===== config.mk =====
export PLATFORM = sky130hd
export DESIGN_NAME = sorted_list_insert_pop_filter
export DESIGN_NICKNAME = d
export VERILOG_FILES = /design/src/rtl/slipf_pkg.sv /design/src/rtl/slipf_ctrl.sv /design/src/rtl/slipf_dp.sv /design/src/rtl/sorted_list_insert_pop_filter.sv
export VERILOG_INCLUDE_DIRS = /design/src /design/src/rtl
export SDC_FILE = /design/constraint.sdc
export NUM_CORES = 2
export LEC_CHECK = 0
export ABC_AREA = 1
export BUFFER_PORTS_ARGS = -buffer_cell sky130_fd_sc_hd__buf_2
export CAP_MARGIN = 15
export CORE_ASPECT_RATIO = 1.1
export CORE_UTILIZATION = 30
export DETAILED_ROUTE_END_ITERATION = 7
export GPL_TIMING_DRIVEN = 0
export PLACE_DENSITY = 0.42
export SYNTH_ARGS = -nofsm -noshare
export SYNTH_HDL_FRONTEND = slang
export SYNTH_SLANG_ARGS = --single-unit
export TNS_END_PERCENT = 5

===== constraint.sdc =====
create_clock -name clk -period 9.9 [get_ports clk]
set_input_delay 0.495 -clock clk [delete_from_list [all_inputs] [get_ports clk]]
set_output_delay 0.495 -clock clk [all_outputs]
set_load 0.005 [all_outputs]

===== src/rtl/sorted_list_insert_pop_filter_macros.svh =====
// ----------------------------------------------------------------------------
// Sorted list insert/pop/filter - assertion macros
// Clocked assertion helpers, reset-qualified on arst_n.
// ----------------------------------------------------------------------------
`ifndef SORTED_LIST_INSERT_POP_FILTER_MACROS_SVH
`define SORTED_LIST_INSERT_POP_FILTER_MACROS_SVH

// same-cycle implication
`define SLIPF_ASSERT_NOW(lbl, ante, cons, msg) \
	lbl: assert property (@(posedge clk) disable iff (!arst_n) (ante) |-> (cons)) \
		else $error(msg);

// next-cycle implication
`define SLIPF_ASSERT_NEXT(lbl, ante, cons, msg) \
	lbl: assert property (@(posedge clk) disable iff (!arst_n) (ante) |=> (cons)) \
		else $error(msg);

`endif


===== src/rtl/slipf_pkg.sv =====
// ----------------------------------------------------------------------------
// slipf_pkg
// Types and constants shared by the sorted list controller and datapath.
// ----------------------------------------------------------------------------
package slipf_pkg;

	localparam int DEF_STORE_DEPTH = 16;

	// request codes
	localparam logic [1:0] REQ_INSERT = 2'd0;
	localparam logic [1:0] REQ_POP    = 2'd1;
	localparam logic [1:0] REQ_FILTER = 2'd2;

	// result status codes
	localparam logic [1:0] STAT_OK      = 2'd0;
	localparam logic [1:0] STAT_FULL    = 2'd1;
	localparam logic [1:0] STAT_EMPTY   = 2'd2;
	localparam logic [1:0] STAT_NOMATCH = 2'd3;

	typedef struct packed {
		logic [1:0]         req_type;
		logic signed [31:0] in_value;
	} req_t;

	typedef struct packed {
		logic signed [31:0] out_value;
		logic [1:0]         status;
		logic               last;
	} rsp_t;

	typedef enum logic [1:0] {
		CTL_IDLE,
		CTL_SCAN,
		CTL_FLUSH
	} ctl_state_t;

	typedef struct packed {
		logic ins;
		logic pop;
		logic scan_start;
		logic scan_step;
		logic flush;
	} dp_cmd_t;

	typedef struct packed {
		logic scan_last;
	} dp_stat_t;

endpackage


===== src/rtl/slipf_ctrl.sv =====
// ----------------------------------------------------------------------------
// slipf_ctrl
// Request sequencer: issues insert/pop in the accept cycle, walks the filter
// scan over the store and closes it with a flush step.
// ----------------------------------------------------------------------------
module slipf_ctrl (
	input  logic                 clk,
	input  logic                 arst_n,
	input  logic                 start,
	input  logic [1:0]           req_type,
	input  slipf_pkg::dp_stat_t  stat,
	output logic                 busy,
	output slipf_pkg::dp_cmd_t   cmd
);
	import slipf_pkg::*;

	ctl_state_t state_q, state_nxt;
	logic       accept;

	assign accept = start && (state_q == CTL_IDLE);

	always_ff @(posedge clk or negedge arst_n) begin
		if (!arst_n) begin
			state_q <= CTL_IDLE;
		end else begin
			state_q <= state_nxt;
		end
	end

	always_comb begin
		state_nxt = state_q;
		unique case (state_q)
			CTL_IDLE: begin
				if (accept && req_type == REQ_FILTER) begin
					state_nxt = CTL_SCAN;
				end
			end
			CTL_SCAN: begin
				if (stat.scan_last) begin
					state_nxt = CTL_FLUSH;
				end
			end
			CTL_FLUSH: begin
				state_nxt = CTL_IDLE;
			end
			default: begin
				state_nxt = CTL_IDLE;
			end
		endcase
	end

	always_comb begin
		busy = 1'b1;
		cmd  = '0;
		unique case (state_q)
			CTL_IDLE: begin
				busy           = 1'b0;
				cmd.ins        = accept && (req_type == REQ_INSERT);
				cmd.pop        = accept && (req_type == REQ_POP);
				cmd.scan_start = accept && (req_type == REQ_FILTER);
			end
			CTL_SCAN: begin
				cmd.scan_step = 1'b1;
			end
			CTL_FLUSH: begin
				cmd.flush = 1'b1;
			end
			default: begin
				busy = 1'b1;
			end
		endcase
	end

endmodule


===== src/rtl/slipf_dp.sv =====
// ----------------------------------------------------------------------------
// slipf_dp
// Cell array holding the sorted values top-aligned (largest in the top cell),
// with per-cell compare/shift, scan rotation and the result register.
// ----------------------------------------------------------------------------
module slipf_dp #(
	parameter int STORE_DEPTH = slipf_pkg::DEF_STORE_DEPTH
) (
	input  logic                 clk,
	input  logic                 arst_n,
	input  slipf_pkg::dp_cmd_t   cmd,
	input  logic signed [31:0]   in_value,
	output slipf_pkg::dp_stat_t  stat,
	output logic                 done,
	output slipf_pkg::rsp_t      rsp
);
	import slipf_pkg::*;

	localparam int CW = $clog2(STORE_DEPTH + 1);
	localparam int KW = $clog2(STORE_DEPTH);

	// tests whether the value is a multiple of 3, via base-4 digit sums (4 = 1 mod 3)
	function automatic logic mult3(input logic [31:0] b);
		logic [2:0] l1 [8];
		logic [3:0] l2 [4];
		logic [4:0] l3 [2];
		logic [5:0] s;
		logic [3:0] d;
		logic [2:0] e;
		logic [1:0] r;
		for (int j = 0; j < 8; j++) begin
			l1[j] = {1'b0, b[4*j +: 2]} + {1'b0, b[4*j+2 +: 2]};
		end
		for (int j = 0; j < 4; j++) begin
			l2[j] = {1'b0, l1[2*j]} + {1'b0, l1[2*j+1]};
		end
		for (int j = 0; j < 2; j++) begin
			l3[j] = {1'b0, l2[2*j]} + {1'b0, l2[2*j+1]};
		end
		s = {1'b0, l3[0]} + {1'b0, l3[1]};
		d = {2'b0, s[1:0]} + {2'b0, s[3:2]} + {2'b0, s[5:4]};
		e = {1'b0, d[1:0]} + {1'b0, d[3:2]};
		case (e) inside
			3'd0, 3'd3: r = 2'd0;
			3'd1, 3'd4: r = 2'd1;
			default:    r = 2'd2;
		endcase
		// two's complement word is x + 2^32 and 2^32 = 1 mod 3
		return b[31] ? (r == 2'd1) : (r == 2'd0);
	endfunction

	logic signed [31:0]     cells_q [STORE_DEPTH];
	logic [CW-1:0]          cnt_q;
	logic [KW-1:0]          k_q;
	logic                   pend_vld_q;
	logic signed [31:0]     pend_q;
	logic                   done_q;
	rsp_t                   rsp_q;

	logic [STORE_DEPTH-1:0] valid_w;
	logic [STORE_DEPTH-1:0] gt_w;
	logic                   full;
	logic                   empty;
	logic                   scan_vld;
	logic                   scan_hit;

	assign full     = (cnt_q == CW'(STORE_DEPTH));
	assign empty    = (cnt_q == '0);
	assign scan_vld = (CW'(STORE_DEPTH) - CW'(k_q)) <= cnt_q;
	assign scan_hit = scan_vld && mult3(cells_q[0]);

	assign stat.scan_last = (k_q == KW'(STORE_DEPTH - 1));

	for (genvar g = 0; g < STORE_DEPTH; g++) begin : g_cell
		localparam int UP = (g + 1) % STORE_DEPTH;
		localparam int DN = (g + STORE_DEPTH - 1) % STORE_DEPTH;
		logic gt_up;

		// valid entries occupy the top cnt cells
		assign valid_w[g] = CW'(STORE_DEPTH - g) <= cnt_q;
		assign gt_w[g]    = valid_w[g] && (cells_q[g] > in_value);

		if (g == STORE_DEPTH - 1) begin : g_top
			assign gt_up = 1'b1;
		end else begin : g_mid
			assign gt_up = gt_w[g+1];
		end

		always_ff @(posedge clk) begin
			if (cmd.ins && !full) begin
				// larger values stay, the rest slide down one cell
				if (!gt_w[g]) begin
					cells_q[g] <= gt_up ? in_value : cells_q[UP];
				end
			end else if (cmd.pop && !empty) begin
				cells_q[g] <= cells_q[DN];
			end else if (cmd.scan_step) begin
				cells_q[g] <= cells_q[UP];
			end
		end
	end

	always_ff @(posedge clk or negedge arst_n) begin
		if (!arst_n) begin
			cnt_q      <= '0;
			k_q        <= '0;
			pend_vld_q <= 1'b0;
			done_q     <= 1'b0;
		end else begin
			// a scan hit releases the match held from before, if any
			done_q <= cmd.ins || cmd.pop || cmd.flush ||
				(cmd.scan_step && scan_hit && pend_vld_q);
			if (cmd.ins) begin
				if (!full) begin
					cnt_q <= cnt_q + 1'b1;
				end
			end
			if (cmd.pop) begin
				if (!empty) begin
					cnt_q <= cnt_q - 1'b1;
				end
			end
			if (cmd.scan_start) begin
				k_q        <= '0;
				pend_vld_q <= 1'b0;
			end
			if (cmd.scan_step) begin
				k_q <= k_q + 1'b1;
				if (scan_hit) begin
					// hold one match back so the final one can carry last
					pend_vld_q <= 1'b1;
				end
			end
			if (cmd.flush) begin
				pend_vld_q <= 1'b0;
			end
		end
	end

	always_ff @(posedge clk) begin
		if (cmd.ins) begin
			rsp_q <= '{out_value: '0, status: full ? STAT_FULL : STAT_OK, last: 1'b1};
		end
		if (cmd.pop) begin
			if (empty) begin
				rsp_q <= '{out_value: '0, status: STAT_EMPTY, last: 1'b1};
			end else begin
				rsp_q <= '{out_value: cells_q[STORE_DEPTH-1], status: STAT_OK, last: 1'b1};
			end
		end
		if (cmd.scan_step && scan_hit) begin
			rsp_q  <= '{out_value: pend_q, status: STAT_OK, last: 1'b0};
			pend_q <= cells_q[0];
		end
		if (cmd.flush) begin
			if (pend_vld_q) begin
				rsp_q <= '{out_value: pend_q, status: STAT_OK, last: 1'b1};
			end else begin
				rsp_q <= '{out_value: '0, status: STAT_NOMATCH, last: 1'b1};
			end
		end
	end

	assign done = done_q;
	assign rsp  = rsp_q;

endmodule


===== src/rtl/sorted_list_insert_pop_filter.sv =====
// Insert and pop: result strobed the cycle after the request, busy stays low,
// so a new request may follow every cycle. Filter: busy while the cell array
// rotates once past the scan tap; at most one match per cycle, the final
// result (flagged last) strobed in the first cycle busy is low again. Async
// reset empties the store (count to zero) and idles the sequencer; results
// are never stalled.
// ----------------------------------------------------------------------------
// sorted_list_insert_pop_filter
// Bounded ascending sorted store with insert, pop-largest and mult-of-3 filter.
// ----------------------------------------------------------------------------
module sorted_list_insert_pop_filter #(
	parameter int STORE_DEPTH = slipf_pkg::DEF_STORE_DEPTH
) (
	input  logic             clk,
	input  logic             arst_n,
	input  logic             start,
	input  slipf_pkg::req_t  req,
	output logic             busy,
	output logic             done,
	output slipf_pkg::rsp_t  rsp
);
	import slipf_pkg::*;

	`include "sorted_list_insert_pop_filter_macros.svh"

	dp_cmd_t  cmd;
	dp_stat_t stat;

	slipf_ctrl u_ctrl (
		.clk      (clk),
		.arst_n   (arst_n),
		.start    (start),
		.req_type (req.req_type),
		.stat     (stat),
		.busy     (busy),
		.cmd      (cmd)
	);

	slipf_dp #(
		.STORE_DEPTH (STORE_DEPTH)
	) u_dp (
		.clk      (clk),
		.arst_n   (arst_n),
		.cmd      (cmd),
		.in_value (req.in_value),
		.stat     (stat),
		.done     (done),
		.rsp      (rsp)
	);

	`SLIPF_ASSERT_NEXT(a_ins_result, start && !busy && req.req_type == REQ_INSERT, done && rsp.last && rsp.out_value == 0, "insert request gave no single result")
	`SLIPF_ASSERT_NEXT(a_filter_busy, start && !busy && req.req_type == REQ_FILTER, busy && !done, "filter request did not start a scan")
	`SLIPF_ASSERT_NOW(a_scan_close, $fell(busy), done && rsp.last, "filter scan ended without a final result")
	`SLIPF_ASSERT_NOW(a_cmd_excl, 1'b1, $onehot0({cmd.ins, cmd.pop, cmd.scan_start, cmd.scan_step, cmd.flush}), "conflicting datapath commands")

endmodule

==> report_table.html <==
<table>
<tr><th>Metric</th><th>Value</th></tr>
<tr><th colspan="2">Synth</th></tr>
<tr><td>Total nets after synthesis</td><td>~7.5k</td></tr>
<tr><td>Number of storage elements in the synthesis netlist</td><td>592</td></tr>
<tr><td>Warnings, synthesis</td><td>0</td></tr>
<tr><td>Compound-cell area share of the yosys netlist</td><td>11.3%</td></tr>
<tr><td>Synthesized area per cell</td><td>7.34 µm²</td></tr>
<tr><td>Most used DFF post-synth</td><td>sky130_fd_sc_hd__edfxtp_1</td></tr>
<tr><td>Area share of fa/ha/maj cells after synthesis</td><td>approximately 14%</td></tr>
<tr><td>Summed instance area of the synthesized netlist</td><td>roughly 0.05 mm²</td></tr>
<tr><td>Share of async-settable or async-resettable flops after synthesis</td><td>2.20%</td></tr>
<tr><td>Largest family of logic cells by synthesized area</td><td>simple AND/OR/NAND/NOR gates</td></tr>
<tr><td>Proportion of synthesized chip area in sequential cells</td><td>34.9%</td></tr>
<tr><td>Number of enable-type register cells in the synthesized netlist</td><td>579</td></tr>
<tr><td>Synthesized-area fraction occupied by xor and xnor cells</td><td>less than 1%</td></tr>
<tr><td>Post-synth cell types</td><td>around 50</td></tr>
<tr><td>Post-synthesis mux area share</td><td>0.0197%</td></tr>
<tr><td>Mapped Cells</td><td>6908</td></tr>
<tr><td>Post-Synth Simple-Gate Area</td><td>approximately 28%</td></tr>
<tr><th colspan="2">Layout</th></tr>
<tr><td>Share of layout cells above drive strength 1</td><td>6.20%</td></tr>
<tr><td>Count of filler cells inserted in the layout</td><td>18.2k</td></tr>
<tr><td>Finished layout cell area</td><td>0.0577 mm²</td></tr>
<tr><td>Final layout net count</td><td>a little under 8k</td></tr>
<tr><td>Core Util, Final</td><td>34.5%</td></tr>
<tr><td>Commonest non-fill, non-tap cell in the layout</td><td>sky130_fd_sc_hd__nand2_1</td></tr>
<tr><td>Layout area overhead</td><td>13.7%</td></tr>
<tr><td>Most used cells in the layout excluding fill and tap cells</td><td>sky130_fd_sc_hd__nand2_1, sky130_fd_sc_hd__inv_1, sky130_fd_sc_hd__o21ai_0</td></tr>
<tr><th colspan="2">Floorplanning</th></tr>
<tr><td>Die Width</td><td>394 µm</td></tr>
<tr><td>Die Ht</td><td>433 µm</td></tr>
<tr><td>Initial cell density of the core</td><td>30.3%</td></tr>
<tr><td>Number of placement rows</td><td>157</td></tr>
<tr><td>Total I/O pin count</td><td>74</td></tr>
<tr><td>Std-Cell Core Area</td><td>roughly 0.17 mm²</td></tr>
<tr><td>Area of the die</td><td>0.171 mm²</td></tr>
<tr><th colspan="2">Global route</th></tr>
<tr><td>Number of global-route vias before repair</td><td>48.7k</td></tr>
<tr><td>Maximum number of pins on one net before global-route repair</td><td>42</td></tr>
<tr><td>Total Routing Usage GR</td><td>between 30% and 40%</td></tr>
<tr><td>Initial antenna violation count</td><td>13</td></tr>
<tr><td>Grt ovf</td><td>0</td></tr>
<tr><td>Global-route wire length before repair</td><td>roughly 370 mm</td></tr>
<tr><th colspan="2">Drt</th></tr>
<tr><td>Wire length on met2</td><td>118 mm</td></tr>
<tr><td>Routed len/inst</td><td>28.9 µm</td></tr>
<tr><td>Total DRC errors in the routed layout</td><td>0</td></tr>
<tr><td>Highest signal layer in the routed design</td><td>met5</td></tr>
<tr><td>Iteration-0 DRC Markers</td><td>~5k</td></tr>
<tr><td>Total met3 wirelength after detailed routing</td><td>18.3 mm</td></tr>
<tr><td>First-pass iteration count of the detailed router</td><td>6</td></tr>
<tr><td>M1 WL</td><td>between 100 and 150 mm</td></tr>
<tr><td>Ratio of routed vias to standard cells</td><td>5.42</td></tr>
<tr><td>Wirelength, routed</td><td>272 mm</td></tr>
<tr><td>Number of nets with antenna violations after detailed routing</td><td>0</td></tr>
<tr><td>Via Count</td><td>51.1k</td></tr>
<tr><th colspan="2">Setup path</th></tr>
<tr><td>Crit path kind</td><td>flip-flop to flip-flop</td></tr>
<tr><td>Launching instance or port of the critical path</td><td>u_dp.cells_q[0][7]$_DFFE_PP_</td></tr>
<tr><td>Crit end category</td><td>flip-flop</td></tr>
<tr><td>Data required time at the worst endpoint</td><td>10.25 ns</td></tr>
<tr><td>Nature of the critical path startpoint</td><td>flip-flop</td></tr>
<tr><td>Worst path arrival time</td><td>8.53 ns</td></tr>
<tr><td>Worst-path fanout max</td><td>35</td></tr>
<tr><td>Critical R2R Launch</td><td>u_dp.cells_q[0][7]$_DFFE_PP_</td></tr>
<tr><td>Worst-case register-to-register setup slack</td><td>1.72 ns</td></tr>
<tr><th colspan="2">STA</th></tr>
<tr><td>Final-report max-slew violation count</td><td>0</td></tr>
<tr><td>Headroom to the max-slew limit</td><td>10.9%</td></tr>
<tr><td>Min Clock Period, post-route</td><td>approximately 8.2 ns</td></tr>
<tr><td>Hold violation total from the final report</td><td>0</td></tr>
<tr><td>Unrepaired setup endpoints after global routing</td><td>no</td></tr>
<tr><td>Final TNS setup</td><td>0 ns</td></tr>
<tr><td>Tightest Pin Transition</td><td>1.34 ns</td></tr>
<tr><td>Setup Viol. Count Final</td><td>0</td></tr>
<tr><td>Post-Route Skew</td><td>0.0525 ns</td></tr>
<tr><td>Fin crit share</td><td>82.7%</td></tr>
<tr><td>Max Fclk</td><td>~0.12 GHz</td></tr>
<tr><th colspan="2">Placed design</th></tr>
<tr><td>Placed wire-length estimate after detailed placement</td><td>220 mm</td></tr>
<tr><td>I/O Buffers</td><td>73</td></tr>
<tr><td>Placed standard-cell area</td><td>0.0550 mm²</td></tr>
<tr><td>Weighted congestion reported at the end of routability-driven placement</td><td>0.968</td></tr>
<tr><th colspan="2">CTS</th></tr>
<tr><td>Worst skew pair latency</td><td>0.74 ns</td></tr>
<tr><td>Number of H-tree levels</td><td>3</td></tr>
<tr><td>TritonCTS clock tree</td><td>yes</td></tr>
<tr><td>Number of buffers inserted during clock tree synthesis</td><td>83</td></tr>
<tr><td>Maximum buffer depth of the clock tree</td><td>3</td></tr>
<tr><td>Post-CTS repair timing setup buffer count</td><td>0</td></tr>
<tr><td>Master cell of the clock root buffer</td><td>sky130_fd_sc_hd__clkbuf_16</td></tr>
<tr><td>Number of clock sinks seen by CTS</td><td>around 600</td></tr>
<tr><td>Hold Buf Count CTS</td><td>2</td></tr>
<tr><td>Count of instances resized after the clock tree is built</td><td>0</td></tr>
<tr><td>Register clock-pin slew on the reported worst setup and hold paths</td><td>0.06 ns</td></tr>
<tr><th colspan="2">Hold path</th></tr>
<tr><td>Hold_sp</td><td>req[32]</td></tr>
<tr><td>Hold/Removal Path Class</td><td>input port to flip-flop</td></tr>
<tr><th colspan="2">Flow run</th></tr>
<tr><td>Total of max-cap violations</td><td>0</td></tr>
<tr><th colspan="2">Outcome</th></tr>
<tr><td>Result of the run</td><td>completed</td></tr>
</table>
## critical path: stages, from the launching register on
cell and delay, ns:
sky130_fd_sc_hd__edfxtp_1 0.42, sky130_fd_sc_hd__inv_1 0.41, sky130_fd_sc_hd__fa_1 0.48, sky130_fd_sc_hd__inv_1 0.07, sky130_fd_sc_hd__fa_1 0.48, sky130_fd_sc_hd__fa_1 0.55
sky130_fd_sc_hd__fa_1 0.54, sky130_fd_sc_hd__inv_1 0.05, sky130_fd_sc_hd__fa_1 0.53, sky130_fd_sc_hd__inv_1 0.04, sky130_fd_sc_hd__ha_1 0.21, sky130_fd_sc_hd__fa_1 0.44
sky130_fd_sc_hd__ha_1 0.20, sky130_fd_sc_hd__fa_1 0.49, sky130_fd_sc_hd__fa_1 0.42, sky130_fd_sc_hd__xor2_1 0.16, sky130_fd_sc_hd__ha_1 0.19, sky130_fd_sc_hd__fa_1 0.51
sky130_fd_sc_hd__nor2_1 0.06, sky130_fd_sc_hd__a221oi_1 0.27, sky130_fd_sc_hd__and2_1 0.15, sky130_fd_sc_hd__buf_2 0.27, sky130_fd_sc_hd__inv_1 0.16, sky130_fd_sc_hd__nand2_2 0.64
## through the flow
stage / worst slack (ns) / hold slack (ns) / cells
after detailed placement: 1.67 / 0.417 / 9253
final: 1.72 / 0.118 / 9415
after global placement: 1.24 / 0.418 / 9207
after floorplan: 2.46 / 0.199 / 6908
after CTS: 1.62 / 0.0778 / 9407
after global routing: 1.33 / 0.168 / 9408
## path summary, 6_finish.rpt
check	end	cells past startpoint
min	u_dp.k_q[3]$_DFFE_PN0P_	3
max	u_dp.rsp[9]$_DFFE_PP_	23
min in group asynchronous	u_dp.done$_DFF_PN0_	2
max reg2reg	u_dp.rsp[9]$_DFFE_PP_	23
max in group asynchronous	u_dp.cnt_q[4]$_DFF_PN0_	2
min reg2reg	u_dp.pend_q[21]$_DFFE_PP_	0
## final cells by class
type | instances | area, µm² | share of cell area (%)
multi-input combinational | 4847 | 27400 | 47.4
sequential | 592 | 17700 | 30.7
inverter | 1065 | 4000 | 6.93
tap | 2226 | 2790 | 4.83
clock buffer | 101 | 2170 | 3.76
buffer | 404 | 1730 | 3.00
timing repair buffer | 122 | 1420 | 2.46
clock inverter | 51 | 493 | 0.855
antenna | 7 | 17.5 | 0.0304
## layer usage
metal  up-vias  global-route usage [%]
met1     24489                    40.1
met2      2190                    48.5
met4         8                    21.2
met3       609                    4.40
li1      23762                       -
met5         -                       0
## logic make-up (layout without fill, tap and decap cells)
| logic type | after synthesis | after routing |
|---|---|---|
| XOR/XNOR | 14 | 14 |
| AO/OA/AOI/OAI | 1089 | 1089 |
| adder cells (fa/ha/maj) | 565 | 565 |
| flip-flops | 592 | 592 |
| buffers and inverters | 1469 | 1743 |
| multiplexers | 1 | 1 |
| other | 0 | 7 |
| AND/OR/NAND/NOR | 3178 | 3178 |
## state kept, by name, indices dropped and copies added (netlist names)
name and count:
u_dp.pend_vld_q 1, u_dp.cells_q 512, u_dp.cnt_q 5, u_dp.done 1, u_dp.pend_q 32, u_dp.k_q 4
u_dp.rsp 35, u_ctrl.state_q 2
## cells in the mapped netlist (2+ instances only)
| cell | instances | area, µm² |
|---|---|---|
| sky130_fd_sc_hd__buf_1 | 5 | 18.8 |
| sky130_fd_sc_hd__clkbuf_1 | 284 | 1070 |
| sky130_fd_sc_hd__o211ai_1 | 19 | 143 |
| sky130_fd_sc_hd__ha_1 | 536 | 6710 |
| sky130_fd_sc_hd__nor2_1 | 213 | 800 |
| sky130_fd_sc_hd__nor4_1 | 6 | 37.5 |
| sky130_fd_sc_hd__nand3_2 | 14 | 140 |
| sky130_fd_sc_hd__a31oi_2 | 5 | 62.6 |
| sky130_fd_sc_hd__nand2_2 | 2 | 12.5 |
| sky130_fd_sc_hd__nor3b_2 | 6 | 75.1 |
| sky130_fd_sc_hd__o21ai_0 | 581 | 2910 |
| sky130_fd_sc_hd__xnor2_1 | 4 | 35.0 |
| sky130_fd_sc_hd__inv_1 | 1054 | 3960 |
| sky130_fd_sc_hd__nor4_2 | 8 | 100 |
| sky130_fd_sc_hd__o21a_1 | 24 | 180 |
| sky130_fd_sc_hd__nand4_1 | 526 | 3290 |
| sky130_fd_sc_hd__a31oi_1 | 4 | 25.0 |
| sky130_fd_sc_hd__buf_4 | 12 | 90.1 |
| sky130_fd_sc_hd__xor2_1 | 10 | 87.6 |
| sky130_fd_sc_hd__edfxtp_1 | 579 | 17400 |
| sky130_fd_sc_hd__a21oi_1 | 405 | 2030 |
| sky130_fd_sc_hd__a22oi_2 | 2 | 25.0 |
| sky130_fd_sc_hd__fa_1 | 29 | 581 |
| sky130_fd_sc_hd__o21bai_1 | 34 | 255 |
| sky130_fd_sc_hd__nand2_1 | 1877 | 7050 |
| sky130_fd_sc_hd__buf_2 | 103 | 515 |
| sky130_fd_sc_hd__and3_1 | 3 | 18.8 |
| sky130_fd_sc_hd__a21o_1 | 3 | 22.5 |
| sky130_fd_sc_hd__inv_2 | 10 | 37.5 |
| sky130_fd_sc_hd__nand3b_1 | 4 | 30.0 |
| sky130_fd_sc_hd__o221ai_1 | 2 | 17.5 |
| sky130_fd_sc_hd__a211oi_1 | 2 | 15.0 |
| sky130_fd_sc_hd__nor3_1 | 23 | 115 |
| sky130_fd_sc_hd__dfrtp_1 | 13 | 325 |
| sky130_fd_sc_hd__nand3_1 | 492 | 2460 |
Power is not shown: default switching activity piles up to over one toggle a cycle in this logic, so the estimate is an artifact.
